$ cat src/rtl/assert_macros.svh
// Assertion macros used by the RTL core of the 3x3 box-sum block.
// Each use expects the signals clk and arst_n in the enclosing module.
`ifndef ASSERT_MACROS_SVH
`define ASSERT_MACROS_SVH
`ifndef SYNTHESIS
// Property that must hold at every clock edge outside reset.
`define ASSERT_CHK(lbl, prop) \
	lbl: assert property (@(posedge clk) disable iff (!arst_n) prop) \
		else $error("assertion failed");
// Condition that must never be seen at a clock edge outside reset.
`define ASSERT_NEVER(lbl, cond) \
	lbl: assert property (@(posedge clk) disable iff (!arst_n) !(cond)) \
		else $error("forbidden condition seen");
`else
`define ASSERT_CHK(lbl, prop)
`define ASSERT_NEVER(lbl, cond)
`endif
`endif

$ cat src/rtl/cvbs_ram.sv
// Generic single-clock RAM: one write port, one read port, registered read.
// A read of the address being written returns the old contents.
module cvbs_ram #(
	parameter int WIDTH = 8,
	parameter int DEPTH = 16
) (
	input  logic                     clk,
	input  logic                     we,
	input  logic [$clog2(DEPTH)-1:0] wa,
	input  logic [WIDTH-1:0]         wd,
	input  logic                     re,
	input  logic [$clog2(DEPTH)-1:0] ra,
	output logic [WIDTH-1:0]         rd
);

	logic [WIDTH-1:0] mem [DEPTH];

	always_ff @(posedge clk) begin
		if (we) begin
			mem[wa] <= wd;
		end
		if (re) begin
			rd <= mem[ra];
		end
	end

endmodule

$ cat config.mk
export PLATFORM = sky130hd
export DESIGN_NAME = cvbs_ram
export DESIGN_NICKNAME = d
export VERILOG_FILES = /design/src/rtl/assert_macros.svh /design/src/rtl/cvbs_ram.sv
export SDC_FILE = /design/constraint.sdc
export NUM_CORES = 1
export LEC_CHECK = 0
export BUFFER_PORTS_ARGS = -buffer_cell sky130_fd_sc_hd__buf_4
export CORE_MARGIN = 3
export CORE_UTILIZATION = 50
export CTS_BUF_LIST = sky130_fd_sc_hd__clkbuf_8
export CTS_CLUSTER_SIZE = 14
export DETAILED_ROUTE_END_ITERATION = 7
export GPL_TIMING_DRIVEN = 0
export HOLD_SLACK_MARGIN = 0.08
export PLACE_DENSITY = 0.7
export SYNTH_ARGS = -nofsm -noshare
export SYNTH_HDL_FRONTEND = slang
export SYNTH_SLANG_ARGS = --single-unit
$ cat constraint.sdc
create_clock -name clk -period 1.9 [get_ports clk]
set_clock_uncertainty 0.2 [all_clocks]
set_input_delay 0.285 -clock clk [delete_from_list [all_inputs] [get_ports clk]]
set_output_delay 0.285 -clock clk [all_outputs]
set_load 0.005 [all_outputs]
==> results of run 1 <==
stage by stage:
stage	cells	hold WS (ns)	area, µm²
floorplan	229	0.1839	5233
global placement	387	0.3674	5587
detailed placement	387	0.3714	5587
CTS	428	0.08834	6048
global route	428	0.1071	6053
finish	428	0.1157	6053
state kept, by name (all words and copies together), names as in the netlist:
register,flops
rd,8
mem,128
routing by layer:
| layer | vias up | routed length [µm] | GRT usage |
|---|---|---|---|
| met3 | 6 | 675 | 0.04896 |
| met1 | 1194 | 3815 | 0.2508 |
| met2 | 78 | 4616 | 0.2575 |
| li1 | 1087 | - | - |
| met4 | 0 | 129 | 0.05951 |
| met5 | - | 0 | 0 |
final timing paths:
path         cells after the start       from   endpoint
max                              3  mem[1][0]      rd[0]
min                              2      wa[1]  mem[0][7]
max reg2reg                      3  mem[1][0]      rd[0]
min reg2reg                      3  mem[8][2]      rd[2]
layout make-up:
| cell class | instances | area (µm²) |
|---|---|---|
| fill | 731 | 3901 |
| clock buffer | 17 | 234.0 |
| timing repair buffer | 34 | 277.8 |
| tap | 133 | 166.4 |
| clock inverter | 15 | 137.6 |
| multi-input combinational | 83 | 1067 |
| sequential | 136 | 4084 |
| buffer | 10 | 86.33 |
layout by cell type, fill, tap and decap left out, types with 2 or more instances in the layout:
cell type	n
a22oi_1	16
buf_2	3
buf_4	26
buf_6	3
bufinv_16	2
clkbuf_8	17
clkdlybuf4s25_2	3
clkinv_1	3
clkinv_2	3
clkinv_4	2
clkinvlp_4	4
dlygate4sd3_1	9
edfxtp_1	136
mux4_1	14
mux4_2	18
nand2_1	9
nand2b_1	2
nand3b_1	2
nor2_1	13
nor3_1	2
nor3_2	2
power breakdown:
group          internal (mW)  total, mW  switching, mW
clock                   1.14       2.17           1.03
sequential              3.38       3.39         0.0139
combinational          0.160      0.342          0.182
total                   4.68       5.90           1.22
logic make-up (layout without fill, tap and decap cells):
group                  Yosys count  in the layout  share of synthesized area
AO/OA/AOI/OAI                   16             16                    0.02298
buffers and inverters           10             76                    0.01651
flip-flops                     136            136                     0.7812
multiplexers                    32             32                     0.1479
AND/OR/NAND/NOR                 35             35                    0.03136
critical path, cell delays in order, from the launching register on:
cell and delay (ns):
edfxtp_1 0.37, mux4_1 0.51, a22oi_1 0.36, nand2_1 0.12
what timing repair did:
action	in CTS	in global routing
gates resized for setup	0	1
buffers inserted	0	0
hold endpoints to repair	136	0
setup endpoints to repair	0	8
hold buffers	9	0
==> impl_metrics.csv, run 1 <==
group,metric,value,unit
run_status,outcome,"finished clean",
yosys,synth-async-reset-ratio,0,
die,dieArea,11720,µm²
timing,fin_crit_sh,0.9537,
critical_path,rrSetupSlack,0.09,ns
clock_network,numClockSinks,136,
critical_path,cp-start-kind,"register",
run,cap_violations,0,
drt,first_iter_violations,163,
critical_path,cp_max_fo,1,
drt,via_count,2365,
finish,layout.nets,301,
yosys,yosysTopAreaCell,"edfxtp_1",
min_path,hold_path_class,"input port to register",
yosys,synthTopCellsByArea,"edfxtp_1 (78%), mux4_2 (7.8%), mux4_1 (7.0%)",
timing,tightest_slew,1.218,ns
timing,finalHoldViolCount,0,
place,io_buffers,25,
yosys,synth_fp_nets,248,
power,powerDensity,974.5,nW/µm²
global_routing,antenna_found_initial,0,
drt,drt_wl_total,9.237,mm
clock_network,clk_pin_slew,0.07,ns
clock_network,root_buffer,"clkbuf_8",
clock_network,insertion_delay,0.42,ns
clock_network,cts_made_buffers,17,
finish,area_growth_syn_to_layout,15.80,%
yosys,ys_seq_elements,136,
clock_network,cts_tree,"done",
critical_path,end_kind,"register",
yosys,netlist.area_leader.share,0.7812,
yosys,ys_warn_count,0,
timing,timing.final.setup_violations,0,
power,power,5.899,mW
timing,rsz0062_at_grt,"no",
yosys,synth_cell_types,18,
yosys,synth_edf_count,136,
global_routing,grt_pass1_wl,13.88,mm
drt,antenna_left,0,
critical_path,path_class,"register to register",
die,rows,36,
place,gp_congestion,0.7429,
timing,finalWorstSetupSlack,0.08798,ns
power,peakVddDrop,0.0004189,V
yosys,syn_inst,229,
global_routing,grt_pass1_vias,2367,
timing,setup_tns,0,ns
drt,drc_errors,0,
global_routing,track_usage,0.1732,
drt,drt_first_pass_iters,4,
critical_path,cp_data_arrival_time,1.77,ns
clock_network,clockBufferDepth,2,
die,fp.dieH,108.3,µm
yosys,synth_area_per_cell,22.83,µm²
die,start_util,0.5251,
power,p_leak,1.996,nW
finish,utilization,0.6081,
drt,viasPerCell,5.526,
finish,antenna_cells,0,
place,place_hpwl,5.832,mm
finish,drive_gt1_frac,0.2847,
yosys,yosysSeqAreaShare,0.7812,
timing,finalMaxSlewViolations,0,
global_routing,grt_max_degree,17,
yosys,ys.flop_type,"edfxtp_1",
yosys,synth_common_cells,"edfxtp_1 (136), mux4_2 (18), a22oi_1 (16), mux4_1 (14), nor2_1 (13)",
drt,wire_per_inst,21.58,µm
yosys,synth.most_common_cell,"edfxtp_1",
timing,finalCriticalPeriod,1.812,ns
die,ioPinCount,27,
clock_network,htree_levels,4,
die,die_x,108.3,µm
critical_path,required,1.86,ns
timing,fmax,0.5519,GHz
global_routing,grt_overflow,0,
die,core_area,9955,µm²
place,pre_cts_ws,-0.4037,ns
timing,maxSlewHeadroom,0.1819,
yosys,netlist_area,5228,µm²
No activity file was read; power rests on OpenSTA's default activity.
==> run 2: changes to the inputs <==
--- a/config.mk
+++ b/config.mk
@@ -11,7 +11,7 @@
 export CTS_BUF_LIST = sky130_fd_sc_hd__clkbuf_8
 export CTS_CLUSTER_SIZE = 14
 export DETAILED_ROUTE_END_ITERATION = 7
-export GPL_TIMING_DRIVEN = 0
+export GPL_TIMING_DRIVEN = 1
 export HOLD_SLACK_MARGIN = 0.08
 export PLACE_DENSITY = 0.7
 export SYNTH_ARGS = -nofsm -noshare
==> impl_metrics.csv, run 2 (same netlist as run 1, synthesis figures left out) <==
group,metric,value,unit
finish,antenna_cells,0,
global_routing,grt_max_degree,17,
place,pre_cts_ws,-0.1124,ns
die,start_util,0.5251,
drt,viasPerCell,5.679,
place,place_hpwl,6.377,mm
critical_path,cp-start-kind,"register",
run,cap_violations,0,
power,power,6.281,mW
clock_network,cts_setup_buffers,0,
clock_network,insertion_delay,0.42,ns
clock_network,clockBufferDepth,2,
min_path,hold_path_class,"input port to register",
timing,timing.final.setup_violations,0,
finish,layout.nets,319,
finish,largest_reg_flops,128,
drt,drt_first_pass_iters,7,
critical_path,crit_chain,"mux4_1 > a22oi_1 > nand2_1",
clock_network,root_buffer,"clkbuf_8",
timing,fin_crit_sh,0.9207,
die,dieArea,11720,µm²
timing,tightest_slew,0.3868,ns
place,io_buffers,26,
finish,drive_gt1_frac,0.3323,
global_routing,grt_pass1_vias,2656,
clock_network,cts_resized,0,
timing,setup_tns,0,ns
die,rows,36,
die,die_x,108.3,µm
global_routing,track_usage,0.1851,
finish,largestRegisters,"mem x128, rd x8",
critical_path,end_kind,"register",
clock_network,holdBufCountCts,9,
power,p_leak,2.155,nW
die,ioPinCount,27,
clock_network,htree_levels,4,
drt,drc_errors,0,
timing,finalMaxSlewViolations,0,
drt,first_iter_violations,163,
timing,maxSlewHeadroom,0.7421,
drt,drt_wl_total,9.714,mm
clock_network,cts_tree,"done",
timing,finalCriticalPeriod,1.749,ns
run_status,outcome,"finished clean",
global_routing,antenna_found_initial,0,
critical_path,cp_data_arrival_time,1.71,ns
place,dp_cells,405,
finish,utilization,0.6340,
finish,multi_input_comb_area,1062,µm²
timing,fmax,0.5716,GHz
finish,fin_cells,446,
drt,wire_per_inst,21.78,µm
finish,postLayoutCellArea,6311,µm²
clock_network,clk_pin_slew,0.08,ns
critical_path,cp_top_family,"multiplexers",
finish,area_growth_syn_to_layout,20.73,%
global_routing,grt_overflow,0,
critical_path,critPathSlowestCell,"mux4_1",
drt,antenna_left,0,
timing,rsz0062_at_grt,"no",
place,place_area,5786,µm²
place,gp_congestion,0.7679,
finish,ff_latch_area,4084,µm²
finish,layout_common_cells,"edfxtp_1 (136), buf_4 (47), mux4_2 (18)",
clock_network,cts_made_buffers,17,
critical_path,path_class,"register to register",
timing,hold_slack,0.1897,ns
clock_network,numClockSinks,136,
critical_path,cp_max_fo,1,
power,peakVddDrop,0.0004183,V
timing,finalHoldViolCount,0,
finish,final_common_cell,"edfxtp_1",
power,powerDensity,995.3,nW/µm²
finish,max_flop_register,"mem",
critical_path,crit_buf_inv,0,
die,fp.dieH,108.3,µm
die,core_area,9955,µm²
critical_path,required,1.86,ns
drt,via_count,2533,
finish,fill_cells,672,
global_routing,grt_pass1_wl,15.21,mm
timing,finalWorstSetupSlack,0.1506,ns
critical_path,cpPeakStageDelay,0.50,ns
## run 2: changes by cell type in the layout (fill, tap and decap cells not counted), sizes merged
cell           before  now
clkinv              8    6
clkinvlp            4    2
inv                 1    3
bufinv              2    4
clkdlybuf4s25       3    0
buf                32   53
## run 2: per-layer routing
metal / track usage / up-vias / routed length, µm
met2: 0.2980 / 88 / 5027
met5: 0 / - / 0
met4: 0.06492 / 0 / 162
li1: - / 1122 / -
met1: 0.2483 / 1310 / 3925
met3: 0.04836 / 13 / 599
## run 2: worst min-delay path, stage by stage
cell and delay (ns):
buf_4 0.12, nor3_1 0.06, buf_4 0.17
## run 2: where the power goes
| group | switching (mW) | internal, mW |
|---|---|---|
| sequential | 0.0204 | 3.38 |
| clock | 1.09 | 1.44 |
| combinational | 0.177 | 0.184 |
| total | 1.29 | 5.00 |
## run 2: final cells by class
type	count	share of cell area
flip-flops and latches	136	0.6471
multi-input cells	83	0.1683
repair buffers	62	0.08921
clock buffers	17	0.03707
clock inverters	15	0.03192
well taps	133	0.02637
## run 2: worst paths after layout
kind,slack (ns),end,depth (start not counted),start
worst min register to register,0.55,rd[1],3,mem[7][1]
worst min-delay path,0.19,mem[8][3],3,wa[0]
worst max register to register,0.15,rd[5],3,mem[0][5]
worst max-delay path,0.15,rd[5],3,mem[0][5]
